**src/rtl/actuator_step_sequencer_macros.svh**
```systemverilog
// Assertion helpers for the actuator step sequencer.
`ifndef ACTUATOR_STEP_SEQUENCER_MACROS_SVH
`define ACTUATOR_STEP_SEQUENCER_MACROS_SVH

// Same-cycle implication, checked outside reset.
`define ASQ_ASSERT_IMP(lbl, clk, rst_n, ante, cons, msg) \
	lbl: assert property (@(posedge clk) disable iff (!(rst_n)) (ante) |-> (cons)) \
		else $error(msg);

// Next-cycle implication, checked outside reset.
`define ASQ_ASSERT_NXT(lbl, clk, rst_n, ante, cons, msg) \
	lbl: assert property (@(posedge clk) disable iff (!(rst_n)) (ante) |=> (cons)) \
		else $error(msg);

`endif

```
**src/rtl/asq_pkg.sv**
```systemverilog
package asq_pkg;

	localparam int ASQ_MAX_STEPS_DEF    = 16;
	localparam int ASQ_MAX_MACHINES_DEF = 8;

	localparam int OP_W     = 3;
	localparam int MACH_W   = 3;
	localparam int STATE_W  = 8;
	localparam int ENV_W    = 32;
	localparam int ACT_W    = 8;
	localparam int DELAY_W  = 32;
	localparam int DELTA_W  = 16;
	localparam int CMD_W    = 2;
	localparam int STAT_W   = 2;
	localparam int IDX_W    = 5;
	localparam int MACH_NUM = 2 ** MACH_W;

	localparam logic [OP_W-1:0] OP_ADD_MOTOR  = 3'd0;
	localparam logic [OP_W-1:0] OP_ADD_ACTION = 3'd1;
	localparam logic [OP_W-1:0] OP_SET_IDLE   = 3'd2;
	localparam logic [OP_W-1:0] OP_START      = 3'd3;
	localparam logic [OP_W-1:0] OP_CLEAR      = 3'd4;
	localparam logic [OP_W-1:0] OP_TICK       = 3'd5;

	localparam logic [CMD_W-1:0] CMD_NONE   = 2'd0;
	localparam logic [CMD_W-1:0] CMD_STEP   = 2'd1;
	localparam logic [CMD_W-1:0] CMD_IDLE   = 2'd2;
	localparam logic [CMD_W-1:0] CMD_ACTION = 2'd3;

	localparam logic [STAT_W-1:0] STAT_OK         = 2'd0;
	localparam logic [STAT_W-1:0] STAT_STEP_FULL  = 2'd1;
	localparam logic [STAT_W-1:0] STAT_IDLE_FULL  = 2'd2;
	localparam logic [STAT_W-1:0] STAT_START_EMPTY = 2'd3;

	localparam logic KIND_MOTOR  = 1'b0;
	localparam logic KIND_ACTION = 1'b1;

	typedef struct packed {
		logic [OP_W-1:0]    opcode;
		logic [MACH_W-1:0]  machine;
		logic [STATE_W-1:0] state_code;
		logic [ENV_W-1:0]   env_word;
		logic [ACT_W-1:0]   action_id;
		logic [DELAY_W-1:0] delay_ms;
		logic [DELTA_W-1:0] delta_ms;
		logic [MACH_NUM-1:0] busy_mask;
	} asq_item_t;

	typedef struct packed {
		logic [CMD_W-1:0]   command;
		logic [MACH_W-1:0]  cmd_machine;
		logic [STATE_W-1:0] cmd_state;
		logic [ENV_W-1:0]   cmd_env;
		logic [ACT_W-1:0]   cmd_action;
		logic [STAT_W-1:0]  status;
		logic               running;
		logic [IDX_W-1:0]   step_index;
	} asq_res_t;

endpackage

```
**src/rtl/asq_chan_if.sv**
```systemverilog
interface asq_chan_if #(
	parameter type payload_t = logic
) ();
	logic     valid;
	logic     ready;
	payload_t data;

	modport source(output valid, output data, input ready);
	modport sink(input valid, input data, output ready);
endinterface

```
**src/rtl/actuator_step_sequencer.sv**
```systemverilog
// Actuator step sequencer. Each beat on item is one call (add motor step, add action step,
// register idle command, start, clear steps, tick) and yields exactly one beat on result.
// Each item passes through ST_IDLE, ST_READ and ST_EXEC: the cycle that accepts it also reads
// the step table and the per-step done/elapsed memory at the current step, ST_READ reads the
// idle-command memory at the step's machine, and ST_EXEC updates state and loads the output
// register, which offers the result. No item is taken before the previous one leaves ST_EXEC.
// A new item is accepted as soon as the sequencer is back in idle, even while the previous
// result still sits in the output register; the update cycle then holds until that result is
// taken. All memories are single-port with registered read data; no clearing pass is needed
// after reset.
`include "actuator_step_sequencer_macros.svh"

module actuator_step_sequencer
	import asq_pkg::*;
#(
	parameter int MAX_STEPS    = ASQ_MAX_STEPS_DEF,
	parameter int MAX_MACHINES = ASQ_MAX_MACHINES_DEF
) (
	input  logic       clk,
	input  logic       arst_n,
	asq_chan_if.sink   item,
	asq_chan_if.source result
);

	localparam int CW = $clog2(MAX_STEPS + 1);
	localparam int AW = (MAX_STEPS > 1) ? $clog2(MAX_STEPS) : 1;
	localparam int IW = $clog2(MAX_MACHINES + 1);

	typedef enum logic [2:0] {
		ST_IDLE = 3'b001,
		ST_READ = 3'b010,
		ST_EXEC = 3'b100
	} state_t;

	typedef struct packed {
		logic               kind;
		logic [MACH_W-1:0]  machine;
		logic [STATE_W-1:0] state_code;
		logic [ENV_W-1:0]   env_word;
		logic [ACT_W-1:0]   action_id;
		logic [DELAY_W-1:0] delay_ms;
	} step_ent_t;

	typedef struct packed {
		logic               done;
		logic [DELAY_W-1:0] elapsed;
	} dyn_ent_t;

	typedef struct packed {
		logic [STATE_W-1:0] state_code;
		logic [ENV_W-1:0]   env_word;
	} idle_ent_t;

	step_ent_t step_mem [MAX_STEPS];
	dyn_ent_t  dyn_mem  [MAX_STEPS];
	idle_ent_t idle_mem [MACH_NUM];

	state_t              state_q;
	asq_item_t           item_s1;
	step_ent_t           stp_rd_s1;
	dyn_ent_t            dyn_rd_s1;
	idle_ent_t           idl_rd_s2;
	logic [MACH_NUM-1:0] idle_vld_q;
	logic [CW-1:0]       total_q;
	logic [CW-1:0]       cur_q;
	logic [IW-1:0]       itot_q;
	logic                active_q;
	logic                sent_q;
	asq_res_t            res_q;
	logic                res_vq;

	logic          accept;
	logic          exec_go;
	logic [CW-1:0] total_n;
	logic [CW-1:0] cur_n;
	logic [IW-1:0] itot_n;
	logic          active_n;
	logic          sent_n;
	logic          stp_we;
	logic          dyn_we;
	logic [AW-1:0] dyn_wa;
	dyn_ent_t      dyn_wd;
	logic          idl_we;
	asq_res_t      res_n;
	step_ent_t     stp_wd;
	logic [MACH_W-1:0]  mach;
	logic [DELAY_W:0]   sum_w;
	logic [DELAY_W-1:0] sum_sat;
	logic               advance;
	logic               wait_w;

	assign accept      = item.valid && item.ready;
	assign item.ready  = (state_q == ST_IDLE);
	assign exec_go     = (state_q == ST_EXEC) && (!res_vq || result.ready);
	assign result.valid = res_vq;
	assign result.data  = res_q;

	assign mach    = stp_rd_s1.machine;
	assign sum_w   = {1'b0, dyn_rd_s1.elapsed} + (DELAY_W + 1)'(item_s1.delta_ms);
	assign sum_sat = sum_w[DELAY_W] ? '1 : sum_w[DELAY_W-1:0];

	always_comb begin
		stp_wd.kind       = (item_s1.opcode == OP_ADD_MOTOR) ? KIND_MOTOR : KIND_ACTION;
		stp_wd.machine    = item_s1.machine;
		stp_wd.state_code = item_s1.state_code;
		stp_wd.env_word   = item_s1.env_word;
		stp_wd.action_id  = item_s1.action_id;
		stp_wd.delay_ms   = item_s1.delay_ms;
	end

	always_comb begin
		total_n  = total_q;
		cur_n    = cur_q;
		itot_n   = itot_q;
		active_n = active_q;
		sent_n   = sent_q;
		stp_we   = 1'b0;
		dyn_we   = 1'b0;
		dyn_wa   = cur_q[AW-1:0];
		dyn_wd   = dyn_rd_s1;
		idl_we   = 1'b0;
		advance  = 1'b0;
		wait_w   = 1'b1;
		res_n    = '0;
		case (item_s1.opcode)
			OP_ADD_MOTOR, OP_ADD_ACTION: begin
				if (total_q >= CW'(MAX_STEPS)) begin
					res_n.status = STAT_STEP_FULL;
				end else begin
					stp_we  = 1'b1;
					dyn_we  = 1'b1;
					dyn_wa  = total_q[AW-1:0];
					dyn_wd  = '0;
					total_n = total_q + CW'(1);
				end
			end
			OP_SET_IDLE: begin
				if (itot_q >= IW'(MAX_MACHINES)) begin
					res_n.status = STAT_IDLE_FULL;
				end else begin
					itot_n = itot_q + IW'(1);
					idl_we = !idle_vld_q[item_s1.machine];
				end
			end
			OP_START: begin
				if (total_q == '0) begin
					res_n.status = STAT_START_EMPTY;
				end else begin
					cur_n    = '0;
					active_n = 1'b1;
					sent_n   = 1'b0;
				end
			end
			OP_CLEAR: begin
				total_n  = '0;
				cur_n    = '0;
				active_n = 1'b0;
				sent_n   = 1'b0;
			end
			OP_TICK: begin
				if (active_q) begin
					if (cur_q >= total_q) begin
						active_n = 1'b0;
					end else if (stp_rd_s1.kind == KIND_MOTOR) begin
						if (!sent_q) begin
							res_n.command     = CMD_STEP;
							res_n.cmd_machine = mach;
							res_n.cmd_state   = stp_rd_s1.state_code;
							res_n.cmd_env     = stp_rd_s1.env_word;
							sent_n            = 1'b1;
						end else if (!item_s1.busy_mask[mach]) begin
							if (idle_vld_q[mach]) begin
								res_n.command     = CMD_IDLE;
								res_n.cmd_machine = mach;
								res_n.cmd_state   = idl_rd_s2.state_code;
								res_n.cmd_env     = idl_rd_s2.env_word;
							end
							advance = 1'b1;
						end
					end else begin
						if (!dyn_rd_s1.done) begin
							res_n.command    = CMD_ACTION;
							res_n.cmd_action = stp_rd_s1.action_id;
							dyn_we           = 1'b1;
							dyn_wd.done      = 1'b1;
							if (stp_rd_s1.delay_ms == '0) begin
								advance = 1'b1;
								wait_w  = 1'b0;
							end
						end
						if (wait_w) begin
							dyn_we         = 1'b1;
							dyn_wd.elapsed = sum_sat;
							if (sum_sat >= stp_rd_s1.delay_ms) begin
								advance = 1'b1;
							end
						end
					end
					if (advance) begin
						cur_n  = cur_q + CW'(1);
						sent_n = 1'b0;
					end
				end
			end
			default: begin
			end
		endcase
		res_n.running    = active_n;
		res_n.step_index = IDX_W'(cur_n);
	end

	always_ff @(posedge clk or negedge arst_n) begin
		if (!arst_n) begin
			state_q    <= ST_IDLE;
			total_q    <= '0;
			cur_q      <= '0;
			itot_q     <= '0;
			active_q   <= 1'b0;
			sent_q     <= 1'b0;
			idle_vld_q <= '0;
			res_vq     <= 1'b0;
		end else begin
			case (state_q)
				ST_IDLE: begin
					if (accept) begin
						state_q <= ST_READ;
					end
				end
				ST_READ: begin
					state_q <= ST_EXEC;
				end
				ST_EXEC: begin
					if (exec_go) begin
						state_q <= ST_IDLE;
					end
				end
				default: begin
					state_q <= ST_IDLE;
				end
			endcase
			if (exec_go) begin
				total_q  <= total_n;
				cur_q    <= cur_n;
				itot_q   <= itot_n;
				active_q <= active_n;
				sent_q   <= sent_n;
				if (idl_we) begin
					idle_vld_q[item_s1.machine] <= 1'b1;
				end
				res_vq <= 1'b1;
			end else if (result.ready) begin
				res_vq <= 1'b0;
			end
		end
	end

	always_ff @(posedge clk) begin
		if (accept) begin
			item_s1 <= item.data;
		end
		if (exec_go) begin
			res_q <= res_n;
		end
	end

	always_ff @(posedge clk) begin
		if (exec_go && stp_we) begin
			step_mem[total_q[AW-1:0]] <= stp_wd;
		end
		if (accept) begin
			stp_rd_s1 <= step_mem[cur_q[AW-1:0]];
		end
	end

	always_ff @(posedge clk) begin
		if (exec_go && dyn_we) begin
			dyn_mem[dyn_wa] <= dyn_wd;
		end
		if (accept) begin
			dyn_rd_s1 <= dyn_mem[cur_q[AW-1:0]];
		end
	end

	always_ff @(posedge clk) begin
		if (exec_go && idl_we) begin
			idle_mem[item_s1.machine] <= '{state_code: item_s1.state_code,
				env_word: item_s1.env_word};
		end
		if (state_q == ST_READ) begin
			idl_rd_s2 <= idle_mem[stp_rd_s1.machine];
		end
	end

	`ASQ_ASSERT_IMP(a_total_bound, clk, arst_n, 1'b1, total_q <= CW'(MAX_STEPS), "steps over cap")
	`ASQ_ASSERT_IMP(a_cur_bound, clk, arst_n, active_q, cur_q <= total_q, "index past count")
	`ASQ_ASSERT_IMP(a_sent_active, clk, arst_n, sent_q, active_q, "step sent while stopped")
	`ASQ_ASSERT_NXT(a_res_from_exec, clk, arst_n, !exec_go && !res_vq, !res_vq, "stray result")

endmodule
```
**src/flat_wrapper.sv**
```systemverilog
// flat-port wrapper written by rule: the top's interface ports become plain ports
module actuator_step_sequencer_flat import asq_pkg::*;
#(
	parameter int MAX_STEPS    = ASQ_MAX_STEPS_DEF,
	parameter int MAX_MACHINES = ASQ_MAX_MACHINES_DEF
)
  (clk, arst_n, item_valid, item_data, item_ready, result_valid, result_data, result_ready);
  asq_chan_if item_i ();
  asq_chan_if result_i ();
  input  logic clk;
  input  logic arst_n;
  input wire logic [$bits(item_i.valid)-1:0] item_valid;
  input wire logic [$bits(item_i.data)-1:0] item_data;
  output wire logic [$bits(item_i.ready)-1:0] item_ready;
  output wire logic [$bits(result_i.valid)-1:0] result_valid;
  output wire logic [$bits(result_i.data)-1:0] result_data;
  input wire logic [$bits(result_i.ready)-1:0] result_ready;
  assign item_i.valid = item_valid;
  assign item_i.data = item_data;
  assign item_ready = item_i.ready;
  assign result_valid = result_i.valid;
  assign result_data = result_i.data;
  assign result_i.ready = result_ready;
  actuator_step_sequencer #(.MAX_STEPS(MAX_STEPS), .MAX_MACHINES(MAX_MACHINES)) u_core (.clk(clk), .arst_n(arst_n), .item(item_i), .result(result_i));
endmodule
```
**config.mk**
```make
export PLATFORM = sky130hd
export DESIGN_NAME = actuator_step_sequencer_flat
export DESIGN_NICKNAME = d
export VERILOG_FILES = /design/src/rtl/asq_pkg.sv /design/src/rtl/asq_chan_if.sv /design/src/rtl/actuator_step_sequencer.sv /design/src/flat_wrapper.sv
export VERILOG_INCLUDE_DIRS = /design/src /design/src/rtl
export SDC_FILE = /design/constraint.sdc
export NUM_CORES = 1
export LEC_CHECK = 0
export BUFFER_PORTS_ARGS = -buffer_cell sky130_fd_sc_hd__buf_4
export CAP_MARGIN = 5
export CORE_AREA = 2 2 39 41
export DETAILED_ROUTE_END_ITERATION = 7
export DIE_AREA = 0 0 41 43
export REMOVE_ABC_BUFFERS = 1
export SLEW_MARGIN = 40
export SYNTH_ARGS = -nofsm -noshare
export SYNTH_HDL_FRONTEND = slang
export SYNTH_SLANG_ARGS = --single-unit
```
**constraint.sdc**
```tcl
create_clock -name clk -period 1.31 [get_ports clk]
set_input_delay 0 -clock clk [delete_from_list [all_inputs] [get_ports clk]]
set_output_delay 0 -clock clk [all_outputs]
set_load 0.05 [all_outputs]
```
After elaboration in Yosys (flattened, before gate mapping)
Index checks and enable logic that the tools add are counted.

storage, ports and cells
  flip-flop bits (word level) = 4
  output and inout bits = 3

cells by class
  equal/unequal tests = 5
  mux-type cells = 5
  reduce and logical (&&, ||, !) cells = 6

operators by type and width
  operator                                             number
  case mux 3 bit (3 select lines)                      1
  2-to-1 mux 3 bit                                     2
  equality test 3 x 1 -> 1 bit, second input constant  1
  equality test 3 x 2 -> 1 bit, second input constant  1
  equality test 3 bit, second input constant           1
  logical AND 1 bit                                    2
  2-to-1 mux 1 bit                                     2
  != test 2 x 1 -> 1 bit, second input constant        1
  != test 2 bit, second input constant                 1
  AND reduction 2 bit                                  1
  nonzero test 2 bit                                   1
  logical NOT 1 bit                                    1
  logical OR 1 bit                                     1

Logic depth before layout (Yosys ltp)
  depth after elaboration = 5
  mapped depth = 2
  gate-level depth less buffers = 2

Worst setup path before layout
Ideal clock, no wire load.

  path kind = register to output
  from = register u_core.state_q[0]
  to = output port item_ready
  arrival = 1.709 ns
  setup slack = -0.399 ns
  cell stages (with the launch flop) = 2
  cells stage by stage = dfstp_2 > nor3b_1

on the way
  word-level cells in the longest chain between the ends = 1

RTL lines
  element                       RTL line                        text
  start, declared               actuator_step_sequencer.sv:58   state_t state_q;
  start signal, assigned        actuator_step_sequencer.sv:214  state_q <= ST_IDLE;
  start signal, assigned        actuator_step_sequencer.sv:226  state_q <= ST_READ;
  start signal, assigned        actuator_step_sequencer.sv:230  state_q <= ST_EXEC;
  equality test 3 x 1 -> 1 bit  actuator_step_sequencer.sv:93   assign item.ready = (state_q == ST_IDLE);
  end, declared                 flat_wrapper.sv:14              output wire logic [$bits(item_i.ready)-1:0] item_ready;

No other way between the ends.

Final worst setup path
Same ends and word-level chain as after synthesis.

==> impl_metrics.ini <==
[cells_and_area]
final_core_density_pct = 22.0
area_growth_syn_to_fin_pct = 42.9
layout.cells.most_common = sky130_fd_sc_hd__buf_4
antennaDiodeCount = 0
layout.cell_area.non_filler_um2 = 304
final_cells = 41
layout.cells.most_common_list = sky130_fd_sc_hd__buf_4 (5), sky130_fd_sc_hd__clkbuf_4 (3), sky130_fd_sc_hd__dfrtp_1 (3), sky130_fd_sc_hd__nor3b_2 (2)
nNetsFinal = 31
layout-drive-gt1-share_pct = 52.0

[floorplan]
die_height_um = 43
die-width_um = 41
ios = 8
row_count = 14
core_area_um2 = 1380
initial_utilization_pct = 15.4
dieArea_um2 = 1760

[clocking]
clock_insertion_delay_worst_skew_ns = 0.24
clock-sinks = 4
cts_made_buffers = 3
cts_tree = done
cts.root.buffer_cell = sky130_fd_sc_hd__clkbuf_4
postCtsSetupRepairBufs = 0
clockBufferDepth = 2
cts_htree_levels = 1
clkTransAtPathRegs_ns = 0.04

[hold_path]
hp-start = result_ready
hold_path_class = in -> reg

[setup_path]
timing.critical_path.slowest_stage_cell = sky130_fd_sc_hd__dfstp_2
ff2ff_path_depth = 2
end_kind = output pin
worstSetupStartpoint = u_core.state_q[0]$_DFFE_PN1P_
critPathMaxStageDelay_ns = 0.56
critPathCapture = item_ready
worst-setup-path-type = reg -> out
worstPathMaxFanout = 5
cp_cell_sequence = nor3b_2, buf_4
critical_path_buf_inv_count = 1
r2r-end = u_core.result.valid$_DFFE_PN0P_
critical_path_arrival_ns = 1.17
data_required_time_at_the_worst_endpoint_ns = 1.31
critical_path.startpoint_type = register
cp_num_cells = 2
r2r_setup_slack_ns = 0.33
crit_family = flip-flops
critical_path.reg2reg.startpoint = u_core.state_q[2]$_DFFE_PN0P_

[logic_synthesis]
seq_cells_post_synth = 4
synthesis.instances = 16
synth_area_in_compound_gates_pct = 8.24
post_synth_xor_area_fraction_pct = 0
synthMuxAreaShare_pct = 0
synth_top_family_by_area = simple AND/OR/NAND/NOR gates
synth_area_per_cell_um2 = 13.3
synth-simple-area-share_pct = 38.8
adder_cell_share_of_the_synthesized_area_pct = 0
post_synth_instance_area_um2 = 213
yosys_warnings = 0
synth-seq-area-share_pct = 47.6
post_synth_num_cell_types = 13

[placement]
numPlacedInstances = 36
placedInstanceArea_um2 = 263
port-buffer-count = 5
finalWeightedCongestion = 0.660

[timing]
holdWs_ns = 0.0546
report.final.setup_viol = 0
timing_hold_violations_final = 0
finalCriticalPeriod_ns = 1.17
final_min_period_over_clock_period_pct = 89.7
clock_skew_ns = 0.00985
rsz0062_at_grt = false
setup_tns_ns = 0
finalMaxSlewViolations = 0
fmaxAchievable_ghz = 0.851

[route]
postRouteWirelength_um = 362
final_antenna_net_count = 0
total_via_count_after_detailed_routing = 146
detail_route.wl_per_cell_um = 8.83
drt-vias-per-instance = 3.56
remaining_drc_errors = 0
detailedRoute.firstPassIterationCount = 1
initial_drc_count = 0

[job]
max_cap_viol_count = 0

[global_route]
total_grt_overflow = 0
via_count_of_the_first_global_routing_pass = 160
grt_max_degree = 7
grtUsageTotal_pct = 6.14
grt_pass1_wl_um = 641
grt_antenna_before_repair = 0

[power]
power.density_nw_per_um2 = 2180
cellLeakagePower_nw = 0.129
vdd_ir_drop_max_uv = 883

[outcome]
run_status = finished, final reports clean
==> cell usage after synthesis <==
cell,count,area [µm²]
sky130_fd_sc_hd__a211oi_2,1,12.5
sky130_fd_sc_hd__a21oi_1,1,5.00
sky130_fd_sc_hd__buf_4,1,7.51
sky130_fd_sc_hd__conb_1,1,3.75
sky130_fd_sc_hd__dfrtp_1,3,75.1
sky130_fd_sc_hd__dfstp_2,1,26.3
sky130_fd_sc_hd__nand2b_1,1,6.26
sky130_fd_sc_hd__nand4bb_1,1,11.3
sky130_fd_sc_hd__nor2b_1,1,6.26
sky130_fd_sc_hd__nor3b_1,2,15.0
sky130_fd_sc_hd__nor3b_2,1,12.5
sky130_fd_sc_hd__nor4bb_4,1,25.0
sky130_fd_sc_hd__or2_1,1,6.26
==> tightest hold or removal path, delay by kind of cell <==
kind | cells | cell delay [ns]
AND/OR/NAND/NOR | 1 | 0.11
AO/OA/AOI/OAI | 1 | 0.06
buffers and inverters | 1 | 0.08
==> how the worst min path moves through the flow <==
| stage | slack, ns | end | cells past startpoint |
|---|---|---|---|
| after floorplan | -0.30 | u_core.result.valid$_DFFE_PN0P_ | 0 |
| final | 0.05 | u_core.state_q[2]$_DFFE_PN0P_ | 3 |
| after detailed placement | -0.20 | u_core.result.valid$_DFFE_PN0P_ | 1 |
| after global placement | -0.20 | u_core.result.valid$_DFFE_PN0P_ | 1 |
| after global routing | 0.07 | u_core.state_q[1]$_DFFE_PN0P_ | 2 |
| after CTS | 0.05 | u_core.state_q[2]$_DFFE_PN0P_ | 3 |
==> per-stage QoR <==
step                      total power, W  worst slack, ns
after floorplan                 0.000417           -0.399
after global placement          0.000481            0.337
after detailed placement        0.000488            0.337
after CTS                       0.000666           0.0741
after global routing            0.000711           0.0602
final                           0.000663            0.135
==> cell families after synthesis <==
group | Yosys count
AO/OA/AOI/OAI | 2
buffers and inverters | 1
flip-flops | 4
other | 1
AND/OR/NAND/NOR | 8
==> layout make-up <==
class	count	area [µm²]
clock buffers	4	26.3
fillers	149	1080
multi-input cells	11	109
flip-flops and latches	4	101
well taps	16	20.0
repair buffers	6	47.5
==> repair_timing <==
item / in CTS / in global routing
gates resized for setup: 0 / 1
hold endpoints to repair: 4 / 0
endpoints found under the setup margin: 0 / 1
hold buffers: 1 / 0
==> flip-flops by register name (all words and copies together) (netlist names) <==
name	flops
u_core.state_q	3
u_core.result.valid	1
==> power breakdown <==
group | internal [W] | total [W] | switching (W)
Sequential | 0.000172 | 0.000238 | 0.0000663
Clock | 0.000114 | 0.000167 | 0.0000526
Combinational | 0.000118 | 0.000258 | 0.000140
Total | 0.000404 | 0.000663 | 0.000259
==> layer usage <==
| layer | part of all wire (%) | wire [µm] | up-vias | track usage (%) |
|---|---|---|---|---|
| met5 | 0 | 0 | - | 0 |
| met4 | 0 | 0 | 0 | 2.00 |
| li1 | - | - | 72 | - |
| met1 | 43 | 157 | 64 | 6.17 |
| met3 | 17 | 62 | 0 | 8.90 |
| met2 | 39 | 142 | 10 | 6.88 |
Power figures use the tool's default switching activity.
